### config.mk
export PLATFORM = sky130hd
export DESIGN_NAME = tempo_lock_follower_unit
export DESIGN_NICKNAME = d
export VERILOG_FILES = /design/src/tlf_pkg.sv /design/src/tlf_cfg.sv /design/src/tlf_core.sv /design/src/tempo_lock_follower_unit.sv
export VERILOG_INCLUDE_DIRS = /design/src /design/src/src
export SDC_FILE = /design/constraint.sdc
export NUM_CORES = 1
export LEC_CHECK = 0
export CORE_ASPECT_RATIO = 0.9
export CORE_UTILIZATION = 43
export CTS_CLUSTER_DIAMETER = 150
export DETAILED_ROUTE_END_ITERATION = 6
export DONT_BUFFER_PORTS = 1
export PLACE_DENSITY_LB_ADDON = 0.05
export SLEW_MARGIN = 5
export SYNTH_ARGS = -nofsm -noshare
export SYNTH_HDL_FRONTEND = slang
export SYNTH_SLANG_ARGS = --single-unit
export TNS_END_PERCENT = 20
### constraint.sdc
create_clock -name clk -period 9.02 [get_ports clk]
set_input_delay 0.451 -clock clk [delete_from_list [all_inputs] [get_ports clk]]
set_output_delay 0.451 -clock clk [all_outputs]
set_load 0.02 [all_outputs]
### src/tempo_lock_follower_unit_defines.svh
// Assertion macros shared by the tempo lock follower modules.
`ifndef TEMPO_LOCK_FOLLOWER_UNIT_DEFINES_SVH
`define TEMPO_LOCK_FOLLOWER_UNIT_DEFINES_SVH

// Same-cycle implication, disabled while reset is asserted.
`define TLF_ASSERT_NOW(label, clk, rst_n, ante, cons, msg) \
    label: assert property (@(posedge clk) disable iff (!rst_n) (ante) |-> (cons)) \
        else $error(msg);

// Next-cycle implication, disabled while reset is asserted.
`define TLF_ASSERT_NEXT(label, clk, rst_n, ante, cons, msg) \
    label: assert property (@(posedge clk) disable iff (!rst_n) (ante) |=> (cons)) \
        else $error(msg);

`endif

### src/tlf_pkg.sv
// Types and constants shared by the tempo lock follower modules.
package tlf_pkg;

    localparam int TEMPO_W  = 9;
    localparam int CONF_W   = 8;
    localparam int COUNT_W  = 4;
    localparam int STAMP_W  = 32;
    localparam int APB_W    = 32;
    localparam int ADDR_W   = 5;
    localparam int IN_DATA_W  = 96;
    localparam int OUT_DATA_W = 48;

    localparam logic [TEMPO_W-1:0] TEMPO_CEIL = 9'd511;

    typedef enum logic [2:0] {
        REG_ACQUIRE_CONF = 3'd0,
        REG_FOLLOW_CONF  = 3'd1,
        REG_ONSETS_LOCK  = 3'd2,
        REG_TEMPO_TOL    = 3'd3,
        REG_SILENCE_MS   = 3'd4,
        REG_MAX_TEMPO    = 3'd5
    } reg_idx_t;

    localparam logic [CONF_W-1:0]  RST_ACQUIRE_CONF = 8'd68;
    localparam logic [CONF_W-1:0]  RST_FOLLOW_CONF  = 8'd62;
    localparam logic [COUNT_W-1:0] RST_ONSETS_LOCK  = 4'd3;
    localparam logic [TEMPO_W-1:0] RST_TEMPO_TOL    = 9'd4;
    localparam logic [STAMP_W-1:0] RST_SILENCE_MS   = 32'd4000;
    localparam logic [TEMPO_W-1:0] RST_MAX_TEMPO    = 9'd170;

    typedef struct packed {
        logic [CONF_W-1:0]  acquire_confidence;
        logic [CONF_W-1:0]  follow_confidence;
        logic [COUNT_W-1:0] onsets_to_lock;
        logic [TEMPO_W-1:0] tempo_tolerance;
        logic [STAMP_W-1:0] silence_timeout_ms;
        logic [TEMPO_W-1:0] max_tempo;
    } cfg_t;

    typedef struct packed {
        logic               show_running;
        logic               music_present;
        logic [TEMPO_W-1:0] detected_tempo;
        logic [STAMP_W-1:0] onset_time;
        logic [STAMP_W-1:0] now_time;
        logic [CONF_W-1:0]  confidence;
        logic [TEMPO_W-1:0] current_tempo;
    } in_item_t;

    typedef struct packed {
        logic               set_tempo;
        logic [TEMPO_W-1:0] tempo;
        logic               acquired;
        logic [STAMP_W-1:0] lock_onset_time;
    } out_item_t;

endpackage

### src/tlf_cfg.sv
// APB register file holding the tempo lock follower configuration.
module tlf_cfg
(
    input  logic                        clk,
    input  logic                        rst_n,
    input  logic                        psel,
    input  logic                        penable,
    input  logic                        pwrite,
    input  logic [tlf_pkg::ADDR_W-1:0]  paddr,
    input  logic [tlf_pkg::APB_W-1:0]   pwdata,
    output logic [tlf_pkg::APB_W-1:0]   prdata,
    output logic                        pready,
    output tlf_pkg::cfg_t               cfg
);

    tlf_pkg::cfg_t     cfg_reg;
    tlf_pkg::reg_idx_t idx;
    logic              wr_en;

    assign pready = 1'b1;
    assign idx    = tlf_pkg::reg_idx_t'(paddr[tlf_pkg::ADDR_W-1:2]);
    assign wr_en  = psel & penable & pwrite & pready;
    assign cfg    = cfg_reg;

    always_ff @(posedge clk or negedge rst_n)
    begin
        if (!rst_n)
        begin
            cfg_reg.acquire_confidence <= tlf_pkg::RST_ACQUIRE_CONF;
            cfg_reg.follow_confidence  <= tlf_pkg::RST_FOLLOW_CONF;
            cfg_reg.onsets_to_lock     <= tlf_pkg::RST_ONSETS_LOCK;
            cfg_reg.tempo_tolerance    <= tlf_pkg::RST_TEMPO_TOL;
            cfg_reg.silence_timeout_ms <= tlf_pkg::RST_SILENCE_MS;
            cfg_reg.max_tempo          <= tlf_pkg::RST_MAX_TEMPO;
        end
        else if (wr_en)
        begin
            unique case (idx)
                tlf_pkg::REG_ACQUIRE_CONF:
                    cfg_reg.acquire_confidence <= pwdata[tlf_pkg::CONF_W-1:0];
                tlf_pkg::REG_FOLLOW_CONF:
                    cfg_reg.follow_confidence <= pwdata[tlf_pkg::CONF_W-1:0];
                tlf_pkg::REG_ONSETS_LOCK:
                    cfg_reg.onsets_to_lock <= pwdata[tlf_pkg::COUNT_W-1:0];
                tlf_pkg::REG_TEMPO_TOL:
                    cfg_reg.tempo_tolerance <= pwdata[tlf_pkg::TEMPO_W-1:0];
                tlf_pkg::REG_SILENCE_MS:
                    cfg_reg.silence_timeout_ms <= pwdata[tlf_pkg::STAMP_W-1:0];
                tlf_pkg::REG_MAX_TEMPO:
                    cfg_reg.max_tempo <= pwdata[tlf_pkg::TEMPO_W-1:0];
                default: ;
            endcase
        end
    end

    always_comb
    begin
        prdata = '0;
        unique case (idx)
            tlf_pkg::REG_ACQUIRE_CONF: prdata = 32'(cfg_reg.acquire_confidence);
            tlf_pkg::REG_FOLLOW_CONF:  prdata = 32'(cfg_reg.follow_confidence);
            tlf_pkg::REG_ONSETS_LOCK:  prdata = 32'(cfg_reg.onsets_to_lock);
            tlf_pkg::REG_TEMPO_TOL:    prdata = 32'(cfg_reg.tempo_tolerance);
            tlf_pkg::REG_SILENCE_MS:   prdata = 32'(cfg_reg.silence_timeout_ms);
            tlf_pkg::REG_MAX_TEMPO:    prdata = 32'(cfg_reg.max_tempo);
            default:                   prdata = '0;
        endcase
    end

endmodule

### src/tlf_core.sv
// Lock state registers and the single-pass acquire/follow/silence logic.
`include "tempo_lock_follower_unit_defines.svh"

module tlf_core
#(
    parameter int TIME_BITS = 32
)
(
    input  logic               clk,
    input  logic               rst_n,
    input  logic               fire,
    input  tlf_pkg::in_item_t  item,
    input  tlf_pkg::cfg_t      cfg,
    output tlf_pkg::out_item_t res
);

    localparam int CMP_W = (TIME_BITS > tlf_pkg::STAMP_W) ? TIME_BITS : tlf_pkg::STAMP_W;

    logic [TIME_BITS-1:0]        last_onset_reg, last_onset_next;
    logic [tlf_pkg::TEMPO_W-1:0] cand_tempo_reg, cand_tempo_next;
    logic [tlf_pkg::COUNT_W-1:0] cand_count_reg, cand_count_next;
    logic [tlf_pkg::TEMPO_W-1:0] follow_tempo_reg, follow_tempo_next;
    logic [1:0]                  follow_count_reg, follow_count_next;
    logic                        locked_reg, locked_next;

    logic [TIME_BITS-1:0]        onset_w, now_w, elapsed;
    logic                        fresh, silent;
    logic [tlf_pkg::TEMPO_W-1:0] det, cur, diff, avg, step_up;
    logic [tlf_pkg::TEMPO_W:0]   avg_sum;
    logic [tlf_pkg::COUNT_W-1:0] cnt_inc;

    // Fold the 32-bit stamps into the internal time width.
    generate
        if (TIME_BITS < tlf_pkg::STAMP_W)
        begin : g_narrow
            assign onset_w = item.onset_time[TIME_BITS-1:0];
            assign now_w   = item.now_time[TIME_BITS-1:0];
        end
        else
        begin : g_wide
            assign onset_w = TIME_BITS'(item.onset_time);
            assign now_w   = TIME_BITS'(item.now_time);
        end
    endgenerate

    assign det     = item.detected_tempo;
    assign cur     = item.current_tempo;
    assign elapsed = now_w - last_onset_reg;
    assign silent  = CMP_W'(elapsed) > CMP_W'(cfg.silence_timeout_ms);
    assign fresh   = item.music_present && (det != '0) && (onset_w != '0)
                     && (onset_w != last_onset_reg);
    assign diff    = (cand_tempo_reg > det) ? cand_tempo_reg - det : det - cand_tempo_reg;
    assign avg_sum = {1'b0, cand_tempo_reg} + {1'b0, det} + 10'd1;
    assign avg     = avg_sum[tlf_pkg::TEMPO_W:1];
    assign cnt_inc = (cand_count_reg < cfg.onsets_to_lock) ? cand_count_reg + 4'd1
                                                           : cand_count_reg;
    assign step_up = (cur == tlf_pkg::TEMPO_CEIL) ? tlf_pkg::TEMPO_CEIL : cur + 9'd1;

    always_comb
    begin
        last_onset_next   = last_onset_reg;
        cand_tempo_next   = cand_tempo_reg;
        cand_count_next   = cand_count_reg;
        follow_tempo_next = follow_tempo_reg;
        follow_count_next = follow_count_reg;
        locked_next       = locked_reg;
        res               = '0;

        if (!item.show_running)
        begin
            last_onset_next   = '0;
            cand_tempo_next   = '0;
            cand_count_next   = '0;
            follow_tempo_next = '0;
            follow_count_next = '0;
            locked_next       = 1'b0;
        end
        else if (det > cfg.max_tempo)
        begin
            // too fast: ignore the item entirely
        end
        else if (!fresh)
        begin
            if (locked_reg && silent)
            begin
                last_onset_next   = '0;
                cand_tempo_next   = '0;
                cand_count_next   = '0;
                follow_tempo_next = '0;
                follow_count_next = '0;
                locked_next       = 1'b0;
            end
        end
        else
        begin
            last_onset_next = onset_w;
            if (!locked_reg)
            begin
                if (item.confidence < cfg.acquire_confidence)
                begin
                    cand_count_next = '0;
                    cand_tempo_next = '0;
                end
                else if (cand_count_reg == '0 || diff > cfg.tempo_tolerance)
                begin
                    cand_tempo_next = det;
                    cand_count_next = 4'd1;
                end
                else
                begin
                    cand_tempo_next = avg;
                    cand_count_next = cnt_inc;
                    if (cnt_inc >= cfg.onsets_to_lock)
                    begin
                        locked_next         = 1'b1;
                        follow_tempo_next   = '0;
                        follow_count_next   = '0;
                        res.set_tempo       = 1'b1;
                        res.tempo           = avg;
                        res.acquired        = 1'b1;
                        res.lock_onset_time = tlf_pkg::STAMP_W'(onset_w);
                    end
                end
            end
            else if (item.confidence >= cfg.follow_confidence)
            begin
                if (det == cur)
                begin
                    follow_tempo_next = '0;
                    follow_count_next = '0;
                end
                else if (follow_count_reg == '0 || follow_tempo_reg != det)
                begin
                    follow_tempo_next = det;
                    follow_count_next = 2'd1;
                end
                else
                begin
                    res.set_tempo     = 1'b1;
                    res.tempo         = (det > cur) ? step_up : cur - 9'd1;
                    follow_tempo_next = '0;
                    follow_count_next = '0;
                end
            end
        end
    end

    always_ff @(posedge clk or negedge rst_n)
    begin
        if (!rst_n)
        begin
            last_onset_reg   <= '0;
            cand_tempo_reg   <= '0;
            cand_count_reg   <= '0;
            follow_tempo_reg <= '0;
            follow_count_reg <= '0;
            locked_reg       <= 1'b0;
        end
        else if (fire)
        begin
            last_onset_reg   <= last_onset_next;
            cand_tempo_reg   <= cand_tempo_next;
            cand_count_reg   <= cand_count_next;
            follow_tempo_reg <= follow_tempo_next;
            follow_count_reg <= follow_count_next;
            locked_reg       <= locked_next;
        end
    end

    `TLF_ASSERT_NEXT(a_stop_clears, clk, rst_n, fire && !item.show_running, !locked_reg && cand_count_reg == '0 && last_onset_reg == '0, "stopped show left lock state behind")
    `TLF_ASSERT_NOW(a_lock_via_acquire, clk, rst_n, $rose(locked_reg), $past(fire && res.acquired), "lock set without an acquiring item")

endmodule

### src/tempo_lock_follower_unit.sv
// Top level of the tempo lock follower: stream ports, item registers, APB port.
// An accepted item is held in the input register, then its result in the result
//   register; the lock logic sits combinationally between the two.
// Throughput: one item per cycle unless the result is stalled; tlf_core updates its state once per item.
// Input ready drops only while both item registers are full and the result is stalled.
// Reset (rst_n low, asynchronous): empties both item registers, clears the lock
//   state and loads the configuration registers with their defaults.
`include "tempo_lock_follower_unit_defines.svh"

module tempo_lock_follower_unit
#(
    parameter int TIME_BITS = 32
)
(
    input  logic                              clk,
    input  logic                              rst_n,
    // slave side
    input  logic                              s_axis_tvalid,
    output logic                              s_axis_tready,
    // [0] show_running, [1] music_present, [10:2] detected_tempo,
    // [42:11] onset_time, [74:43] now_time, [82:75] confidence,
    // [91:83] current_tempo, [95:92] zero
    input  logic [tlf_pkg::IN_DATA_W-1:0]     s_axis_tdata,
    // master side
    output logic                              m_axis_tvalid,
    input  logic                              m_axis_tready,
    // [0] set_tempo, [9:1] tempo, [10] acquired, [42:11] lock_onset_time,
    // [47:43] zero
    output logic [tlf_pkg::OUT_DATA_W-1:0]    m_axis_tdata,
    // configuration
    input  logic                              psel,
    input  logic                              penable,
    input  logic                              pwrite,
    input  logic [tlf_pkg::ADDR_W-1:0]        paddr,
    input  logic [tlf_pkg::APB_W-1:0]         pwdata,
    output logic [tlf_pkg::APB_W-1:0]         prdata,
    output logic                              pready
);

    tlf_pkg::cfg_t      cfg;
    tlf_pkg::in_item_t  in_item_reg;
    tlf_pkg::out_item_t res;
    tlf_pkg::out_item_t out_item_reg;
    logic               in_valid_reg;
    logic               out_valid_reg;
    logic               advance;
    logic               in_take;

    // The result register frees up when empty or when its item is taken;
    // the input register moves into it in that same cycle.
    assign advance       = in_valid_reg && (!out_valid_reg || m_axis_tready);
    assign s_axis_tready = !in_valid_reg || advance;
    assign in_take       = s_axis_tvalid && s_axis_tready;

    assign m_axis_tvalid = out_valid_reg;
    assign m_axis_tdata  = {5'd0, out_item_reg.lock_onset_time, out_item_reg.acquired,
                            out_item_reg.tempo, out_item_reg.set_tempo};

    tlf_cfg u_cfg
    (
        .clk     (clk),
        .rst_n   (rst_n),
        .psel    (psel),
        .penable (penable),
        .pwrite  (pwrite),
        .paddr   (paddr),
        .pwdata  (pwdata),
        .prdata  (prdata),
        .pready  (pready),
        .cfg     (cfg)
    );

    tlf_core #(.TIME_BITS(TIME_BITS)) u_core
    (
        .clk   (clk),
        .rst_n (rst_n),
        .fire  (advance),
        .item  (in_item_reg),
        .cfg   (cfg),
        .res   (res)
    );

    // Control: valid flags of both item registers.
    always_ff @(posedge clk or negedge rst_n)
    begin
        if (!rst_n)
        begin
            in_valid_reg  <= 1'b0;
            out_valid_reg <= 1'b0;
        end
        else
        begin
            if (in_take)
            begin
                in_valid_reg <= 1'b1;
            end
            else if (advance)
            begin
                in_valid_reg <= 1'b0;
            end

            if (advance)
            begin
                out_valid_reg <= 1'b1;
            end
            else if (m_axis_tready)
            begin
                out_valid_reg <= 1'b0;
            end
        end
    end

    // Payload: unpack on entry, hold the result until taken.
    always_ff @(posedge clk)
    begin
        if (in_take)
        begin
            in_item_reg.show_running   <= s_axis_tdata[0];
            in_item_reg.music_present  <= s_axis_tdata[1];
            in_item_reg.detected_tempo <= s_axis_tdata[10:2];
            in_item_reg.onset_time     <= s_axis_tdata[42:11];
            in_item_reg.now_time       <= s_axis_tdata[74:43];
            in_item_reg.confidence     <= s_axis_tdata[82:75];
            in_item_reg.current_tempo  <= s_axis_tdata[91:83];
        end
        if (advance)
        begin
            out_item_reg <= res;
        end
    end

    `TLF_ASSERT_NOW(a_ready_only_on_stall, clk, rst_n, !s_axis_tready, in_valid_reg && out_valid_reg && !m_axis_tready, "input stalled without a stalled result")
    `TLF_ASSERT_NOW(a_acquire_sets_tempo, clk, rst_n, out_valid_reg && out_item_reg.acquired, out_item_reg.set_tempo && out_item_reg.tempo != '0, "acquired item without a tempo")

endmodule

======== After elaboration in Yosys (flattened, before gate mapping) ========
Cells that the tools add are included.
word-level totals
  register bits after elaboration ......... 264
  output and inout bits ................... 83
  word-level logic and storage cells ...... 157
operators by class
  add/subtract/negate cells ............... 8
  order comparisons ....................... 9
  equal/unequal tests ..................... 16
  multiplexer cells ....................... 63
  bitwise gates (word level) .............. 5
  reduce and logical (&&, ||, !) cells .... 31
operators by type and width
  kind                     number
  $pmux W32 S6             1
  $mux W9                  20
  $mux W43                 3
  $mux W32                 4
  $mux W10                 4
  $gt A9 B9 Y1             4
  $gt A32 B32 Y1           1
  $mux W4                  8
  $ne A32 B32 Y1           1
  $reduce_bool A32 Y1      1
  $sub A32 B32 Y32         1
  $mux W2                  10
  $sub A9 B9 Y9            2
  $mux W1                  13
  $ne A4 B3 Y1 const B     3
  $reduce_and A2 Y1        6
  $add A10 B1 Y10 const B  1
  $add A9 B9 Y10           1
  $add A9 B1 Y9 const B    1
  $eq A9 B9 Y1             1
  $eq A9 B9 Y1 const B     1
  $ne A9 B9 Y1             1
  $reduce_bool A9 Y1       1
  $sub A9 B1 Y9 const B    1
  27 further kinds         42

======== Longest topological paths before layout ========
  depth after elaboration ................. 10
  mapped depth ............................ 25

======== Modules after synthesis ========
A second synthesis with hierarchy kept.
second synthesis, totals
  cells, all modules ...................... 1497
  area total of the unflattened synthesis .. 15940.3 sq um
by module, submodules not included
  module                    instances  cells an instance  area each (sq um)  sequential area each (sq um)
  tlf_core                  1          1105               8450.6             1401.3
  tempo_lock_follower_unit  1          149                4199.0             4103.9
  tlf_cfg                   1          243                3290.7             1776.7

======== Worst setup path before layout ========
No wires, ideal clock.
  path type ............................... register -> register
  from .................................... register in_item_reg[17] (netlist bit)
  to ...................................... register u_core.cand_tempo_reg[1] (netlist bit)
  arrival ................................. 4496 ps
  required time ........................... 8925 ps
  setup slack ............................. 4429 ps
  stages on the path, launching flop included .. 23
  cells stage by stage .................... edfxtp_1 -> inv_1 -> ha_1 -> inv_1 -> fa_1 -> a211oi_1 -> o21bai_1 -> a21oi_1 -> o21ai_1 -> a21oi_1 -> o21ai_0 -> or4_1 -> nand2_1 -> o311ai_1 -> ha_1 -> nand4_1 -> nor4_1 -> a2111oi_1 -> o21ai_1 -> a22oi_4 -> or2_2 -> buf_2 -> o31ai_1
on the way
  cells in the longest elaborated chain, start to end .. 5
ends and longest elaborated chain
  element                      RTL line                        source
  start, declared              tempo_lock_follower_unit.sv:41  tlf_pkg::in_item_t in_item_reg;
  $sub A32 B32 Y32             tlf_core.sv:48                  assign elapsed = now_w - last_onset_reg;
  $gt A32 B32 Y1               tlf_core.sv:49                  assign silent = CMP_W'(elapsed) > CMP_W'(cfg.silence_timeout_ms);
  $logic_and A1 B1 Y1          tlf_core.sv:84                  if (locked_reg && silent)
  $ne A3 B1 Y1 (no line)       --
  $reduce_and A4 Y1 (no line)  --
  end signal, assigned         tlf_core.sv:162                 cand_tempo_reg <= cand_tempo_next;
  end, declared                tlf_core.sv:20                  logic [tlf_pkg::TEMPO_W-1:0] cand_tempo_reg, cand_tempo_next;
Every way passes these cells.
A chain may end at the register's enable or synchronous reset.

======== Worst setup path after layout ========
  from .................................... register in_item_reg[82] (netlist bit)
  to ...................................... register out_item_reg (netlist bit m_axis_tdata[6]) (data pin)
on the way
  cells in the longest elaborated chain, start to end .. 7
ends and longest elaborated chain
  element                                               RTL line                         source
  $sub A9 B9 Y9 / $gt A9 B9 Y1 (equally long branches)  tlf_core.sv:52                   assign diff = (cand_tempo_reg > det) ? cand_tempo_reg - det : det - cand_tempo_reg;
  $mux W9                                               tlf_core.sv:52
  $gt A9 B9 Y1                                          tlf_core.sv:104                  else if (cand_count_reg == '0 || diff > cfg.tempo_tolerance)
  $logic_or A1 B1 Y1                                    tlf_core.sv:104
  $mux W43                                              tlf_core.sv:104
  $mux W43                                              tlf_core.sv:99                   if (item.confidence < cfg.acquire_confidence)
  $mux W10                                              tlf_core.sv:97                   if (!locked_reg)
  end signal, assigned                                  tempo_lock_follower_unit.sv:128  out_item_reg <= res;
  end, declared                                         tempo_lock_follower_unit.sv:43   tlf_pkg::out_item_t out_item_reg;
Parallel ways exist; a longest one is shown, timed or not.

==> impl_metrics.csv <==
group,metric,value,unit
pwr,seqPwrFrac,39.2,%
pwr,worst_ir_drop_vdd,0.000161,V
detailed_routing,met2_length,17.2,mm
layout,drive_gt1_share,6.07,%
yosys,synthTopCellsByCount,"nand2_1, inv_1, o21ai_0",
floorplan,fp-row-count,65,
pwr,power_frac_clock,30.8,%
run,drv_cap,0,
worst_setup_path,cp_data_required_time,9410,ps
hold_path,hold_path.startpoint,"pwdata[0]",
cts,htreeDepth,1,
sta,finalHoldViolations,0,
worst_setup_path,cp_max_fo,35,
yosys,ys_seq_area_share,47.0,%
worst_setup_path,regToRegStartpoint,"in_item_reg[82]",
worst_setup_path,reg2reg_to,"m_axis_tdata[6]",
worst_setup_path,path_depth,21,
yosys,syn_area,15500,µm²
placement,io_buffers,0,
yosys,async_flop_share,48.7,%
worst_setup_path,r2r_slack,2650,ps
yosys,syn_inst,1559,
sta,fmax,157,MHz
cts,cts_made_buffers,31,
layout,num-nets-final,1959,
hold_path,hp-class,"input port to register",
pwr,p_leak,0.00743,µW
grt,grt_use_total,22.5,%
floorplan,start_util,43.9,%
worst_setup_path,cp_slowest_cell,"edfxtp_1",
cts,clk_pin_slew_worst_paths,60,ps
layout,n_fill_cell,3270,
floorplan,die-height,182,µm
yosys,yosysWarningCount,0,
floorplan,core_area,35300,µm²
placement,place_congestion,0.879,
yosys,syn_avg_cell_area,9.95,µm²
cts,cts_sinks,263,
sta,setup_viol,0,
sta,tightest_slew,1160,ps
pwr,power.density,219,nW/µm²
cts,clock_latency,590,ps
sta,finClkSkew,36.2,ps
cts,ctsLongestPathBuffers,3,
detailed_routing,firstDrtPassIters,5,
worst_setup_path,endpoint_kind,"register",
detailed_routing,vias,11583,
layout,n_antenna_cell,0,
run_status,status,"completed",
yosys,ys_ff_latch,263,
worst_setup_path,crit_arrival,6760,ps
hold_path,whs_path_depth,1,
cts,cts_tree,"done",
grt,first_global_vias,11173,
pwr,p_sw,1360,µW
sta,setup_tns,0,ps
yosys,yosysMostFrequentCell,"nand2_1",
grt,antenna_found_initial,1,
pwr,p_int,2630,µW
worst_setup_path,reg2reg_depth,21,
worst_setup_path,cpMostUsedCell,"nand2_1",
sta,drv_slew,0,
detailed_routing,route.detailed.drc,0,
detailed_routing,routed_wl,41.6,mm
grt,overflow,0,
detailed_routing,drt-initial-drc-count,794,
floorplan,die_area,36800,µm²
detailed_routing,ant_nets,0,
layout,syn_to_final_growth,17.4,%
pwr,netSwitchingFraction,34.0,%
worst_setup_path,cp-start-kind,"register",
hold_path,worstHoldEndpoint,"u_cfg.cfg[41]",
layout,fin_util,51.6,%
floorplan,io_pins,223,
yosys,synth_ff_type,"edfxtp_1",
yosys,synth_area_leaders,"edfxtp_1, dfrtp_1, ha_1, o21ai_0, nand2_1",
sta,relSlewSlack,22.6,%
detailed_routing,wl_per_cell,19.2,µm
layout,largest_register_ffs,92,
worst_setup_path,crit_family,"simple AND/OR/NAND/NOR gates",
worst_setup_path,crit_buf_inv,3,
detailed_routing,m1WireLength,21.2,mm
detailed_routing,top_layer,"met5",
detailed_routing,met3_length,2.62,mm
yosys,synth_edf_count,135,
detailed_routing,vias_per_cell,5.35,
grt,grt_pass1_wl,64.7,mm
cts,clockRootBuffer,"clkbuf_16",
sta,grt_setup_unrepaired,"no",
cts,post_cts_resized,0,
grt,grt_max_degree,129,
pwr,power,3990,µW
yosys,synth_top_area_cell,"edfxtp_1",
worst_setup_path,crit_type,"register to register",
sta,finalCritPeriodShare,70.6,%
sta,final.min_clock_period,6370,ps
yosys,yosysTopAreaCellShare,26.1,%
yosys,synth_cell_types,69,
placement,hpwlAfterDp,30.1,mm
floorplan,dieWidth,202,µm
pwr,combPwrFrac,29.9,%
worst_setup_path,critPathMaxStageDelay,680,ps
worst_setup_path,path_cells,"inv_1, ha_1, nor2b_1, o2111ai_1, a31oi_1, nand4_1, nand2_1, mux2i_1, a221oi_1, o21ai_1, xnor2_1, ha_1, nand3_1, nor4_1, a21oi_1, nand2_1, nand2_1, nor4b_4, buf_4, clkinv_1, o22ai_1",
-- what timing repair did --
item,in CTS,in global routing
setup buffers,0,0
setup endpoints to repair,0,0
hold buffers,126,0
endpoints found under the hold margin,279,0
-- power groups by stage --
stage	combinational (µW)	clock, µW	sequential, µW
floorplan	870	0	1540
global placement	1110	0	1580
detailed placement	1130	0	1590
CTS	1200	1260	1560
global route	1360	1300	1580
finish	1190	1230	1560
-- cell families after synthesis --
family | synth area share, %
AOI/OAI and AO/OA | 13.9
adders and majority gates | 12.0
DFF | 47.0
other | 0.0484
xor gates and xnor gates | 4.91
buffers and inverters | 5.44
muxes | 2.83
and+or+nand+nor | 14.0
-- stage by stage --
stage	worst slack, ps	instances	hold slack [ps]	area (µm²)
6_report	2650	2166	30.1	18200
4_1_cts	2440	2166	0.501	18200
3_5_place_dp	2470	1983	161	15900
5_1_grt	2040	2166	2.38	18200
3_3_place_gp	2470	1983	159	15900
2_1_floorplan	4430	1563	155	15500
-- cells in the final DEF (no fill, tap or decap), drive strengths merged, types with 17 or more instances in the layout --
cell	synthesis	routed
and2	38	38
ha	142	142
nand4	36	36
nand2	189	189
o21ai	160	160
nor3	46	46
mux2	17	17
dfstp	20	20
mux2i	18	18
clkbuf	39	42
dlygate4sd3	0	125
inv	158	160
xnor2	81	81
a21o	28	28
edfxtp	135	135
nor2	55	55
dfrtp	108	108
a21oi	66	66
-- layout make-up --
| class | instances | area, µm² | share of cell area (%) |
|---|---|---|---|
| multi-input combinational | 1085 | 7410 | 40.7 |
| sequential | 263 | 7280 | 40.0 |
| timing repair buffer | 133 | 1330 | 7.31 |
| clock buffer | 42 | 847 | 4.65 |
| inverter | 159 | 597 | 3.28 |
| tap | 469 | 587 | 3.22 |
| clock inverter | 15 | 149 | 0.818 |
-- metal layers --
layer  up-vias  global-route usage, %
met5         -                      0
met4         2                   3.61
met3        39                   4.91
met2       320                   32.7
met1      5488                   34.6
li1       5734                      -
-- how the worst max path moves through the flow --
stage	to	startpoint	slack [ps]
floorplan	u_core.cand_tempo_reg[1]	in_item_reg[17]	4430
global placement	u_core.cand_tempo_reg[7]	in_item_reg[17]	2470
detailed placement	u_core.cand_count_reg[1]	in_item_reg[17]	2470
CTS	u_core.cand_count_reg[3]	in_item_reg[17]	2440
global route	m_axis_tdata[6]	in_item_reg[82]	2040
finish	m_axis_tdata[6]	in_item_reg[82]	2650
Power figures use the tool's default switching activity.
